**config.mk**
```make
export PLATFORM = sky130hd
export DESIGN_NAME = ptc_lane
export DESIGN_NICKNAME = d
export VERILOG_FILES = /design/src/rtl/core/perceptron_train_classify_assert.svh /design/src/rtl/core/ptc_pkg.sv /design/src/rtl/core/ptc_lane.sv
export SDC_FILE = /design/constraint.sdc
export NUM_CORES = 2
export LEC_CHECK = 0
export ABC_CLOCK_PERIOD_IN_PS = 9500
export BUFFER_PORTS_ARGS = -buffer_cell sky130_fd_sc_hd__buf_4
export CAP_MARGIN = 5
export CORE_UTILIZATION = 43
export CTS_CLUSTER_DIAMETER = 50
export CTS_CLUSTER_SIZE = 16
export DETAILED_ROUTE_END_ITERATION = 10
export MAX_ROUTING_LAYER = met4
export RECOVER_POWER = 25
export SLEW_MARGIN = 30
export SYNTH_ARGS = -nofsm -noshare
export SYNTH_HDL_FRONTEND = slang
export SYNTH_SLANG_ARGS = --single-unit
```
**constraint.sdc**
```tcl
create_clock -name clk -period 9.5 [get_ports clk]
set_input_delay 1.425 -clock clk [delete_from_list [all_inputs] [get_ports clk]]
set_output_delay 1.425 -clock clk [all_outputs]
set_load 0.03 [all_outputs]
```
**src/rtl/core/perceptron_train_classify_assert.svh**
```systemverilog
// assertion macros for the perceptron block
// an empty body is used when the code goes to synthesis
`ifndef PERCEPTRON_TRAIN_CLASSIFY_ASSERT_SVH
`define PERCEPTRON_TRAIN_CLASSIFY_ASSERT_SVH

`ifndef SYNTHESIS

// same-cycle implication, checked out of reset
`define PTC_ASSERT_IMPLIES(label, clk, rst_n, cond, prop) \
    label: assert property (@(posedge clk) disable iff (!rst_n) (cond) |-> (prop)) \
        else $error("perceptron assertion failed");

// next-cycle implication, checked out of reset
`define PTC_ASSERT_NEXT(label, clk, rst_n, cond, prop) \
    label: assert property (@(posedge clk) disable iff (!rst_n) (cond) |=> (prop)) \
        else $error("perceptron assertion failed");

`else

`define PTC_ASSERT_IMPLIES(label, clk, rst_n, cond, prop)
`define PTC_ASSERT_NEXT(label, clk, rst_n, cond, prop)

`endif

`endif

```
**src/rtl/core/ptc_pkg.sv**
```systemverilog
package ptc_pkg;

    // default sizing of the datapath
    localparam int NUM_FEATURES_DEF = 4;
    localparam int WORD_BITS_DEF    = 16;
    localparam int FRAC_BITS_DEF    = 8;

    // fixed widths of the beat fields
    localparam int FIELD_BITS = 16;
    localparam int IN_FIELDS  = 4;
    localparam int OP_BITS    = 2;
    localparam int LR_BITS    = 15;

    localparam logic [LR_BITS-1:0] LR_RESET = 15'd25;

    // operation codes
    localparam logic [OP_BITS-1:0] OP_CLASSIFY = 2'd0;
    localparam logic [OP_BITS-1:0] OP_TRAIN    = 2'd1;
    localparam logic [OP_BITS-1:0] OP_LOAD     = 2'd2;

    typedef struct packed {
        logic [OP_BITS-1:0]           op;
        logic signed [FIELD_BITS-1:0] feature_0;
        logic signed [FIELD_BITS-1:0] feature_1;
        logic signed [FIELD_BITS-1:0] feature_2;
        logic signed [FIELD_BITS-1:0] feature_3;
        logic                         label;
    } in_beat_t;

    typedef struct packed {
        logic                         prediction;
        logic                         mistake;
        logic signed [FIELD_BITS-1:0] weight_out_0;
        logic signed [FIELD_BITS-1:0] weight_out_1;
        logic signed [FIELD_BITS-1:0] weight_out_2;
        logic signed [FIELD_BITS-1:0] weight_out_3;
    } out_beat_t;

endpackage

```
**src/rtl/core/ptc_lane.sv**
```systemverilog
module ptc_lane #(
    parameter int WORD_BITS = ptc_pkg::WORD_BITS_DEF,
    parameter int FRAC_BITS = ptc_pkg::FRAC_BITS_DEF
) (
    input  logic                             clk,
    input  logic                             capture,
    input  logic signed [WORD_BITS-1:0]      weight,
    input  logic signed [WORD_BITS-1:0]      feature,
    input  logic signed [WORD_BITS-1:0]      err,
    input  logic [ptc_pkg::LR_BITS-1:0]      lr,
    output logic signed [WORD_BITS-1:0]      prod,
    output logic signed [WORD_BITS-1:0]      weight_upd
);

    localparam int LT_BITS = ptc_pkg::LR_BITS + WORD_BITS + 1;

    logic signed [2*WORD_BITS-1:0] wx_full;
    logic signed [2*WORD_BITS-1:0] ex_full;
    logic signed [LT_BITS-1:0]     lt_full;
    logic signed [WORD_BITS-1:0]   prod_reg;
    logic signed [WORD_BITS-1:0]   step_reg;
    logic signed [WORD_BITS-1:0]   delta;

    // weight times feature and error times feature, floor-scaled and wrapped
    assign wx_full = weight * feature;
    assign ex_full = err * feature;

    always_ff @(posedge clk)
    begin
        if (capture)
        begin
            prod_reg <= WORD_BITS'(wx_full >>> FRAC_BITS);
            step_reg <= WORD_BITS'(ex_full >>> FRAC_BITS);
        end
    end

    // learning rate times the signed step, then added to the weight
    assign lt_full    = $signed({1'b0, lr}) * step_reg;
    assign delta      = WORD_BITS'(lt_full >>> FRAC_BITS);
    assign weight_upd = weight + delta;
    assign prod       = prod_reg;

endmodule

```
Word-level counts from Yosys, hierarchy flattened
Cells that the tools add are included.
{"block": "classes", "add_sub_neg": 1, "multipliers": 3}
{"operator": "16-bit by 16-bit multiplier with 24-bit output", "count": 3}
{"operator": "16-bit adder", "count": 1}
{"block": "word_totals", "wordCells": 6, "out_inout_bits": 32, "ff_bits": 32}

Logic depth before layout (Yosys ltp)
{"block": "depth", "word_depth": 2, "mapped_depth": 30}

Worst setup path after synthesis
No wires, ideal clock.
{"block": "synth_timing", "path_kind": "input port to output port", "start": "input port lr[10] (netlist bit)", "end": "output port weight_upd[15]", "arrival_ps": 7966, "cell_stages": 27, "slack_ps": 109, "path_cell_list": "clkbuf_1 -> nand2_1 -> fa_1 -> fa_1 -> fa_1 -> fa_1 -> inv_1 -> fa_1 -> inv_1 -> fa_1 -> inv_1 -> ha_1 -> a21o_1 -> a21o_1 -> a21oi_1 -> o21ai_2 -> a21oi_1 -> xnor2_1 -> ha_1 -> and3_1 -> a21oi_1 -> o311ai_1 -> a31oi_1 -> o21bai_1 -> a21oi_1 -> a21oi_1 -> xnor2_1"}
{"block": "synth_via", "elab_chain_len": 2}
{"item": "from (decl)", "line_no": "ptc_lane.sv:10", "source": "input logic [ptc_pkg::LR_BITS-1:0] lr,"}
{"item": "16-bit by 16-bit multiplier with 24-bit output", "line_no": "ptc_lane.sv:38", "source": "assign lt_full = $signed({1'b0, lr}) * step_reg;"}
{"item": "16-bit adder", "line_no": "ptc_lane.sv:40", "source": "assign weight_upd = weight + delta;"}
{"item": "to (decl)", "line_no": "ptc_lane.sv:12", "source": "output logic signed [WORD_BITS-1:0] weight_upd"}
No other way between the ends.

Worst setup path in the final report
{"block": "layout_timing", "start": "input port lr[6] (netlist bit)", "end": "output port weight_upd[13]"}
The elaborated chain is that of the path after synthesis.

==> flow_summary.yaml <==
status:
  status: "finished with violations"
  violations: "DRC, capacitance limit, slew limit"
flow_run:
  timing.max_cap.violations: 1
routing:
  post_detailed_route_via_to_cell_ratio: 5.10
  vias: 16500
  drt-wirelength-per-cell_um: 18.1
  detail-route-antenna-nets: 0
  drc: 1
  post_detailed_routing_wire_length_um: 58600
  drt_iter0_drc: 797
  first_pass_iters: 8
clocking:
  number_of_h_tree_branching_levels: 2
  path_clk_slew_ps: 60
  tritoncts: "built"
  hold_buffers: 0
  cts_made_buffers: 5
  cts-root-buf: "sky130_fd_sc_hd__clkbuf_16"
  cts_max_path_buffers: 2
  cts_num_sinks: 32
floorplan:
  rows: 84
  die_width_um: 233
  starting_density_of_the_core_pct: 43.5
  fp.dieH_um: 233
  core_area_um2: 52600
  die_area_um2: 54100
  num_io_pins: 97
sta:
  max_clock_freq_ghz: 0.107
  worst_relative_slew_slack_pct: -42.7
  finalWorstPathRequiredPeriod_ps: 9350
  setup_violation_total_in_the_final_timing_report: 0
  tightestPinTransition_ps: 2140
  timing.final.crit_share_pct: 98.5
  timing.final.hold_violations: 0
  maxSlewViolCount: 33
yosys:
  synth_seq_area_share_pct: 4.20
  netlist_instances: 2520
  syn_area_um2: 22900
  avgSynthCellArea_um2: 9.08
  yosysWarningCount: 0
  postSynthRegisterBits: 32
  synth_top_area_share_pct: 46.7
  postSynthNetCount: 3354
  synth_enable_flop_cells: 32
  synthArstFlopShare_pct: 0
  ys_top_cells_by_area: "sky130_fd_sc_hd__fa_1 (47%), sky130_fd_sc_hd__ha_1 (13%), sky130_fd_sc_hd__inv_1 (11%)"
  synth.top_cells.by_count: "sky130_fd_sc_hd__inv_1 (642), sky130_fd_sc_hd__fa_1 (534), sky130_fd_sc_hd__nand2_1 (368)"
  synth_top_flop_cell: "sky130_fd_sc_hd__edfxtp_1"
  yosysMostFrequentCell: "sky130_fd_sc_hd__inv_1"
  synth_top_area_cell: "sky130_fd_sc_hd__fa_1"
  synth.lib_cells_used.distinct: 51
global_route:
  grt_max_degree: 34
  grt_overflow_total: 0
  globalRouteTotalUtil_pct: 23.6
  first_global_vias: 18100
  grt_pass1_wl_um: 95500
  number_of_antenna_violations_at_the_first_check_in_global_routing: 0
finish:
  nFillCells: 5094
  drive_above_1_share_pct: 7.12
  finalCoreUtilization_pct: 46.9
  layout-area-overhead-vs-synth_pct: 7.71
  n_antenna_cell: 0
  final_nets: 3390
  postLayoutCellArea_um2: 24600
critical_path:
  worst_path_largest_cell_delay_ps: 580
  critical-path-top-cell-by-count: "sky130_fd_sc_hd__fa_1"
  critical_path_class: "in -> out"
  slowest_stage: "sky130_fd_sc_hd__fa_1"
  setup.worst_path.start_class: "primary input"
  crit_fanout: 7
  cp.required_ps: 8080
  crit_path_end_kind: "output pin"
  critical_path_arrival_ps: 7930
min_path:
  min-delay-start: "weight[0]"
  worstHoldPathCells: 5
  whs_endpoint: "prod[0]"
  hold_class: "in -> reg"
place:
  dpl-instance-area_um2: 24200
  gp_congestion: 0.898
  dpl_wire_length_um: 46200
  port_buffers: 96
[cell type report]
cell class	count	area, µm²	area share, %
repair buffers	132	998	4.05
clock inverters	1	3.75	0.0152
clock buffers	7	133	0.538
flip-flops and latches	32	961	3.90
multi-input cells	1742	19300	78.2
well taps	688	861	3.49
inverters	643	2410	9.79
[cell families after synthesis]
logic type               after synthesis  share of synthesized area, %
adder cells (fa/ha/maj)              769                          59.6
XOR/XNOR                             114                          4.36
buffers and inverters                746                          12.2
AND/OR/NAND/NOR                      753                          16.2
flip-flops                            32                          4.20
AO/OA/AOI/OAI                        106                          3.45
[critical path, delay by kind of cell]
kind | cells | cell delay [ps]
fa+ha+maj | 8 | 3680
compound gates | 10 | 1500
buf+inv | 8 | 800
simple gates | 2 | 340
xor+xnor | 2 | 160
[placed cells by master, fill, tap and decap left out, types with 6 or more instances in the layout]
cell                         n
sky130_fd_sc_hd__nand3_1     7
sky130_fd_sc_hd__edfxtp_1   32
sky130_fd_sc_hd__buf_4     129
sky130_fd_sc_hd__a21o_1     15
sky130_fd_sc_hd__nor2b_1    10
sky130_fd_sc_hd__a21oi_1    20
sky130_fd_sc_hd__inv_1     639
sky130_fd_sc_hd__o21ai_1     8
sky130_fd_sc_hd__nand2_1   367
sky130_fd_sc_hd__nor2_1     30
sky130_fd_sc_hd__nand2b_1   27
sky130_fd_sc_hd__ha_1      229
sky130_fd_sc_hd__a21oi_2     9
sky130_fd_sc_hd__o21a_1      8
sky130_fd_sc_hd__nand4_1     6
sky130_fd_sc_hd__o21ai_0    10
sky130_fd_sc_hd__xor2_1     25
sky130_fd_sc_hd__and2_1    279
sky130_fd_sc_hd__fa_1      534
sky130_fd_sc_hd__xnor2_1    88
sky130_fd_sc_hd__nor3_1      9
[layer usage]
metal / wire [µm] / global-route usage, % / vias up / share of wire, %
li1: - / - / 7365 / -
met1: 25000 / 30.2 / 8648 / 43
met2: 28800 / 39.2 / 455 / 49
met3: 3260 / 2.98 / 78 / 5.6
met4: 1620 / 6.86 / 0 / 2.8
met5: 0 / - / - / 0
[per-stage QoR]
step / cells / setup WS, ps / TNS, ps / hold WS, ps
6_report: 3245 / 147 / 0 / 1860
5_1_grt: 3245 / -96.6 / -335 / 1910
4_1_cts: 3226 / 18.6 / 0 / 1610
3_5_place_dp: 3218 / -59.7 / -60.6 / 1880
3_3_place_gp: 3218 / 96.9 / 0 / 1880
2_1_floorplan: 2520 / 109 / 0 / 1540
[how the worst max path moves through the flow]
stage / slack (ps) / start / cells past startpoint / to
floorplan: 110 / lr[10] / 27 / weight_upd[15]
global placement: 100 / lr[7] / 29 / weight_upd[15]
detailed placement: -60 / lr[7] / 29 / weight_upd[15]
CTS: 20 / lr[7] / 29 / weight_upd[14]
global route: -100 / lr[6] / 28 / weight_upd[14]
finish: 150 / lr[6] / 30 / weight_upd[13]
[timing repair]
item                                    CTS  global route
gates resized for setup                   2            34
pin swaps                                 0            39
buffers inserted                          0            19
gates cloned                              0             0
hold endpoints to repair                  0             0
endpoints found under the setup margin    2             8
Power is left out: the tool's default activity adds up to more than one toggle a clock period on the data nets, which glitch-free logic cannot reach.
