File: src/rtl/core/perceptron_train_classify_assert.svh
// assertion macros for the perceptron block
// an empty body is used when the code goes to synthesis
`ifndef PERCEPTRON_TRAIN_CLASSIFY_ASSERT_SVH
`define PERCEPTRON_TRAIN_CLASSIFY_ASSERT_SVH

`ifndef SYNTHESIS

// same-cycle implication, checked out of reset
`define PTC_ASSERT_IMPLIES(label, clk, rst_n, cond, prop) \
    label: assert property (@(posedge clk) disable iff (!rst_n) (cond) |-> (prop)) \
        else $error("perceptron assertion failed");

// next-cycle implication, checked out of reset
`define PTC_ASSERT_NEXT(label, clk, rst_n, cond, prop) \
    label: assert property (@(posedge clk) disable iff (!rst_n) (cond) |=> (prop)) \
        else $error("perceptron assertion failed");

`else

`define PTC_ASSERT_IMPLIES(label, clk, rst_n, cond, prop)
`define PTC_ASSERT_NEXT(label, clk, rst_n, cond, prop)

`endif

`endif

File: src/rtl/core/ptc_pkg.sv
package ptc_pkg;

    // default sizing of the datapath
    localparam int NUM_FEATURES_DEF = 4;
    localparam int WORD_BITS_DEF    = 16;
    localparam int FRAC_BITS_DEF    = 8;

    // fixed widths of the beat fields
    localparam int FIELD_BITS = 16;
    localparam int IN_FIELDS  = 4;
    localparam int OP_BITS    = 2;
    localparam int LR_BITS    = 15;

    localparam logic [LR_BITS-1:0] LR_RESET = 15'd25;

    // operation codes
    localparam logic [OP_BITS-1:0] OP_CLASSIFY = 2'd0;
    localparam logic [OP_BITS-1:0] OP_TRAIN    = 2'd1;
    localparam logic [OP_BITS-1:0] OP_LOAD     = 2'd2;

    typedef struct packed {
        logic [OP_BITS-1:0]           op;
        logic signed [FIELD_BITS-1:0] feature_0;
        logic signed [FIELD_BITS-1:0] feature_1;
        logic signed [FIELD_BITS-1:0] feature_2;
        logic signed [FIELD_BITS-1:0] feature_3;
        logic                         label;
    } in_beat_t;

    typedef struct packed {
        logic                         prediction;
        logic                         mistake;
        logic signed [FIELD_BITS-1:0] weight_out_0;
        logic signed [FIELD_BITS-1:0] weight_out_1;
        logic signed [FIELD_BITS-1:0] weight_out_2;
        logic signed [FIELD_BITS-1:0] weight_out_3;
    } out_beat_t;

endpackage

File: src/rtl/core/ptc_merge.sv
module ptc_merge #(
    parameter int NUM_FEATURES = ptc_pkg::NUM_FEATURES_DEF,
    parameter int WORD_BITS    = ptc_pkg::WORD_BITS_DEF
) (
    input  logic [NUM_FEATURES-1:0][WORD_BITS-1:0] prods,
    output logic                                   pred
);

    logic signed [WORD_BITS-1:0] sum;

    // wrapping sum of the lane products
    always_comb
    begin
        sum = '0;
        for (int i = 0; i < NUM_FEATURES; i++)
        begin
            sum = sum + $signed(prods[i]);
        end
    end

    // class 1 only for a strictly positive sum
    assign pred = (sum > $signed(WORD_BITS'(0)));

endmodule

File: config.mk
export PLATFORM = sky130hd
export DESIGN_NAME = ptc_merge
export DESIGN_NICKNAME = d
export VERILOG_FILES = /design/src/rtl/core/perceptron_train_classify_assert.svh /design/src/rtl/core/ptc_pkg.sv /design/src/rtl/core/ptc_merge.sv
export SDC_FILE = /design/constraint.sdc
export NUM_CORES = 1
export LEC_CHECK = 0
export BUFFER_PORTS_ARGS = -buffer_cell sky130_fd_sc_hd__buf_2
export CORE_ASPECT_RATIO = 1.2
export CORE_MARGIN = 4
export CORE_UTILIZATION = 52
export DETAILED_ROUTE_END_ITERATION = 10
export GPL_ROUTABILITY_DRIVEN = 0
export PLACE_DENSITY = 0.91
export SLEW_MARGIN = 20
export SYNTH_ARGS = -nofsm -noshare
export SYNTH_HDL_FRONTEND = slang
export SYNTH_SLANG_ARGS = --single-unit
File: constraint.sdc
create_clock -name vclk -period 6.1
set_input_delay 0.915 -clock vclk [all_inputs]
set_output_delay 0.915 -clock vclk [all_outputs]
set_load 0.01 [all_outputs]
## Word level (Yosys, flattened, before mapping)

Index checks and enable logic that the tools add are counted.

- Add/sub/neg operators: 3
- Order comparisons: 1

Operators by type and width:

| cell | number |
|---|---|
| $add A16 B16 Y16 | 3 |
| $gt A16 B1 Y1 const B | 1 |

- Word-level logic and storage cells: 4
- Output and inout bits: 1
- Bits of input ports: 64
- Flip-flop bits (word level): 0

## Logic depth before layout (Yosys ltp)

Gate-level depths: netlist (run 1).

- Depth after elaboration: 4
- Depth in mapped cells: 13
- Gate-level depth less buffers: 13

## Worst setup path after synthesis (run 1)

No wires, ideal clock.

- Kind: input-to-output
- Start point: in prods[1] (netlist bit)
- End point: out pred
- Slack: 1.251 ns
- Buffers on the path: 0
- Required time: 5.185 ns
- Stages: 13
- Arrival time: 3.934 ns
- Path through: inv_1 > fa_1 > inv_1 > fa_1 > ha_1 > fa_1 > a21o_1 > nand4_1 > a31oi_1 > o211a_1 > or3_1 > a211oi_2 > a311oi_1

- Word-level cells in the longest chain between the ends: 4

RTL lines:

| what | line | source |
|---|---|---|
| start: declaration | ptc_merge.sv:5 | `input logic [NUM_FEATURES-1:0][WORD_BITS-1:0] prods,` |
| $add A16 B16 Y16 (3 in a row) | ptc_merge.sv:17 | `sum = sum + $signed(prods[i]);` |
| $gt A16 B1 Y1 | ptc_merge.sv:22 | `assign pred = (sum > $signed(WORD_BITS'(0)));` |
| end: declaration | ptc_merge.sv:6 | `output logic pred` |

Every way passes these cells.

## Worst setup path after layout (run 1)

Ends and elaborated chain as after synthesis.

==> results.yml, run 1 <==
status:
  outcome: "finished clean"
yosys:
  synth.distinct_cells: 37
  yosysTopAreaCell: "fa_1"
  synth_warnings: 0
  synth_area_um2: 1659
  netlist_top_cells_area: "fa_1 36%, inv_1 19%, ha_1 11%, xnor2_1 4.8%, a21oi_1 3.9%"
  synth_top_cell_area_share: 0.3620
  syn_inst: 210
  syn_area_per_cell_um2: 7.900
  yosysSeqAreaShare: 0
  syn-num-nets: 319
power_and_ir_drop:
  p_leak_nw: 1.227
  p_per_area_nw_per_um2: 202.6
  total_power_mw: 0.4097
  peakVddDrop_mv: 0.1398
final_layout:
  finish.utilization: 0.6618
  nFillCells: 282
  diodes: 0
  multiInputGateArea_um2: 1344
  nClkBuffers: 0
  ff_latch_area_um2: 0
  final_cells: 310
  numSequentialCells: 0
  fin_area_um2: 2022
  drive_gt1_frac: 0.2555
  syn2layout_area_growth_pct: 21.87
  layout.nets: 385
die:
  rows: 22
  coreArea_um2: 3055
  initial_core_util: 0.5430
  die-area_um2: 4162
  die_h_um: 69.88
  num_io_pins: 65
  die_x_um: 59.57
grt:
  gr-usage-all-layers: 0.1709
  met2_usage: 0.3281
  grt_pass1_vias: 1617
  grt_remaining_overflow: 0
  met3_usage: 0.01664
  grt_busiest_layer: "met2"
  grt_use_met1: 0.1991
  grt_antenna_before_repair: 0
  grt_start_max_net_pins: 9
  grt_pass1_wl_mm: 6.030
timing:
  rsz0062_at_grt: "false"
  fmax_mhz: 192.1
  slew_headroom: 0.8217
  finalWorstSetupSlack_ns: 0.8945
  fin_setup_tns_ns: 0
  worst_pin_slew_ns: 0.2675
  post-route-min-period_ns: 5.205
  setup_viol_count_final: 0
  slew_viol_final: 0
  hold_viol_final: 0
  fin_crit_sh: 0.8534
  hold_slack_ns: 2.399
worst_setup_path:
  cp_cell_sequence: "buf_2, inv_1, fa_1, inv_1, fa_1, ha_1, fa_1, a21o_1, nand4_1, a31oi_1, o211a_1, or3_1, a211oi_2, a311oi_1, buf_2"
  crit_path_max_incr_delay_ns: 0.52
  critPathLaunchType: "primary input"
  cp.arrival_ns: 4.29
  cp_slowest_cell: "fa_1"
  cp_max_fo: 4
  critPathKind: "in2out"
  worst_path_most_repeated_cell: "fa_1"
  cp.required_ns: 5.18
  worst_setup_path_end_kind: "output pin"
cts:
  postCtsSetupBuffers: 0
  cts_hold_repair.buffers: 0
  cts-resized-gates: 0
route:
  finalWirelength_mm: 3.296
  num_vias: 1558
  dr.pass1.iters: 4
  postRouteAntennaNets: 0
  wl_per_cell_um: 10.63
  drt_iter0_markers: 17
  via_per_inst: 5.026
  drc: 0
place:
  hpwl_mm: 3.070
  io_buffer_count: 65
  dp_cells: 310
  place_ws_ns: 0.8839
  placed_area_um2: 2022
worst_hold_path:
  min_path_type: "in2out"
flow_run:
  drv_cap: 0
==> logic make-up (layout without fill, tap and decap cells) <==
| logic type | Yosys count | after routing | synth area share |
|---|---|---|---|
| xor gates and xnor gates | 10 | 10 | 0.05279 |
| muxes | 3 | 3 | 0.01810 |
| buffers and inverters | 83 | 147 | 0.1900 |
| AOI/OAI and AO/OA | 35 | 35 | 0.1471 |
| adders and majority gates | 45 | 45 | 0.4751 |
| and+or+nand+nor | 34 | 34 | 0.1169 |
==> cells in the mapped netlist, drive strengths merged <==
cell type,number
or3b,1
a211oi,1
ha,15
o21ai,5
mux2i,3
nand2,6
a311oi,1
a21oi,13
a31oi,2
buf,1
or2,1
a21o,4
o2111a,1
nor3b,3
nand3b,1
o211a,1
or3,3
inv,82
o311a,1
o21bai,1
nor3,2
or2b,1
nand3,6
nand4,3
and3,3
nor4,1
o211ai,2
xnor2,9
o21a,1
a221oi,1
fa,30
nor2,2
o22ai,1
nand4b,1
xor2,1
==> cell type report <==
type	instances	area share
multi-input combinational	127	0.6646
inverter	82	0.1522
tap	36	0.02228
timing repair buffer	65	0.1609
==> metal layers <==
metal,up-vias,wire (um),part of all wire
met2,47,1792,0.54
met3,8,209,0.063
met1,727,1227,0.37
li1,776,-,-
met5,-,0,0
met4,0,67,0.020
==> critical path: cells and delay by family <==
| family | cells | cell delay, ns |
|---|---|---|
| AO/OA/AOI/OAI | 5 | 0.94 |
| buffers and inverters | 4 | 0.31 |
| adder cells (fa/ha/maj) | 4 | 1.63 |
| AND/OR/NAND/NOR | 2 | 0.47 |
==> path summary, 6_finish.rpt <==
check	start	end	slack (ns)	cells after the start
min	prods[63]	pred	2.40	6
max	prods[1]	pred	0.89	15
==> where the power goes <==
| part | leakage (nW) | switching, mW | internal, mW |
|---|---|---|---|
| sequential | 0 | 0 | 0 |
| clock | 0 | 0 | 0 |
| combinational | 1.23 | 0.223 | 0.187 |
==> cells in the final DEF (no fill, tap or decap), types with 2 or more instances in the layout <==
cell type and instances:
a21o_1 4, a21oi_1 13, a31oi_1 2, and3_1 3
buf_2 65, fa_1 30, ha_1 15, inv_1 82
mux2i_1 3, nand2_1 6, nand3_1 6, nand4_1 3
nor2_1 2, nor3_1 2, nor3b_1 3, o211ai_1 2
o21ai_0 2, o21ai_2 2, or3_1 3, xnor2_1 9
No activity file was read; power rests on OpenSTA's default activity.
==> run 2, diff against run 1 <==
--- a/config.mk
+++ b/config.mk
@@ -11,6 +11,7 @@
 export CORE_UTILIZATION = 52
 export DETAILED_ROUTE_END_ITERATION = 10
 export GPL_ROUTABILITY_DRIVEN = 0
+export MAX_ROUTING_LAYER = met4
 export PLACE_DENSITY = 0.91
 export SLEW_MARGIN = 20
 export SYNTH_ARGS = -nofsm -noshare
==> run 2 against run 1 <==
Non-clock buffer count did not move. First-iteration DRC count did not move. Total power barely moved. Flip-flop and latch count did not move. Hold slack did not move. Sequential share of layout area did not move. Fmax did not move. Wire length did not move.
==> results.yml, run 2 (synthesis gave the netlist of run 1 again) <==
route:
  drt_iter0_markers: 17
  wl_per_cell_um: 10.63
  dr.pass1.iters: 4
  via_per_inst: 5.026
  finalWirelength_mm: 3.296
  drc: 0
  postRouteAntennaNets: 0
  num_vias: 1558
grt:
  gr-usage-all-layers: 0.1754
  grt_pass1_vias: 1617
  grt_start_max_net_pins: 9
  grt_antenna_before_repair: 0
  grt_pass1_wl_mm: 6.030
  grt_remaining_overflow: 0
final_layout:
  drive_gt1_frac: 0.2555
  syn2layout_area_growth_pct: 21.87
  ff_latch_area_um2: 0
  final_common_cell: "inv_1"
  numSequentialCells: 0
  diodes: 0
  nClkBuffers: 0
  final_cell_mix: "82 x inv_1, 65 x buf_2, 30 x fa_1"
  layout.nets: 385
die:
  initial_core_util: 0.5430
  die_h_um: 69.88
  rows: 22
  die-area_um2: 4162
  coreArea_um2: 3055
  num_io_pins: 65
  die_x_um: 59.57
flow_run:
  drv_cap: 0
timing:
  hold_viol_final: 0
  slew_viol_final: 0
  setup_viol_count_final: 0
  fin_setup_tns_ns: 0
  fmax_mhz: 192.1
  slew_headroom: 0.8217
  fin_crit_sh: 0.8534
  rsz0062_at_grt: "false"
  worst_pin_slew_ns: 0.2675
  post-route-min-period_ns: 5.205
worst_setup_path:
  worst_setup_path_end_kind: "output pin"
  critPathKind: "in2out"
  cp.required_ns: 5.18
  cp_max_fo: 4
  cp.arrival_ns: 4.29
  critPathLaunchType: "primary input"
place:
  hpwl_mm: 3.070
  io_buffer_count: 65
status:
  outcome: "finished clean"
power_and_ir_drop:
  peakVddDrop_mv: 0.1398
  p_leak_nw: 1.227
  p_per_area_nw_per_um2: 202.6
  total_power_mw: 0.4097
cts:
  cts_hold_repair.buffers: 0
  cts-resized-gates: 0
  postCtsSetupBuffers: 0
worst_hold_path:
  min_to: "pred"
  hp-start: "prods[63]"
  min_path_type: "in2out"
  min_path_cells: 6
## run 2: critical path, stage by stage
cell and delay (ns):
buf_2 0.07, inv_1 0.04, fa_1 0.52, inv_1 0.05, fa_1 0.45, ha_1 0.25
fa_1 0.41, a21o_1 0.21, nand4_1 0.10, a31oi_1 0.11, o211a_1 0.25, or3_1 0.37
a211oi_2 0.26, a311oi_1 0.11, buf_2 0.15
## run 2: worst max-delay path by stage
stage	startpoint	endpoint	slack, ns	cells after the start
finish	prods[1]	pred	0.89	15
floorplan	prods[1]	pred	1.25	13
detailed placement	prods[1]	pred	0.88	15
CTS	prods[1]	pred	0.88	15
global placement	prods[1]	pred	0.97	15
global route	prods[1]	pred	0.64	15
## run 2: per-stage QoR
stage          hold slack (ns)  cell area, um2  setup WS (ns)    util  std cells
2_1_floorplan            2.184            1659          1.251       -        210
3_3_place_gp             2.405            2022         0.9704  0.6618        310
3_5_place_dp             2.415            2022         0.8839  0.6618        310
4_1_cts                  2.407            2022         0.8843  0.6618        310
5_1_grt                  2.482            2022         0.6421  0.6618        310
6_report                 2.399            2022         0.8945  0.6618        310
## run 2: cell type report
| cell class | instances | area, um2 |
|---|---|---|
| Timing Repair Buffer | 65 | 325.3 |
| Fill cell | 282 | 1033 |
| Inverter | 82 | 307.8 |
| Multi-Input combinational cell | 127 | 1344 |
| Tap cell | 36 | 45.04 |
## run 2: per-layer routing
| metal | part of all wire | global-route usage | wire [um] |
|---|---|---|---|
| met1 | 0.37 | 0.2002 | 1230 |
| met2 | 0.54 | 0.3281 | 1792 |
| met3 | 0.063 | 0.01479 | 206 |
| met4 | 0.020 | 0.02709 | 67 |
| met5 | 0 | - | 0 |
## run 2: where the power goes
part	total (mW)	switching [mW]	internal [mW]
sequential	0	0	0
clock	0	0	0
combinational	0.410	0.223	0.187
total	0.410	0.223	0.187
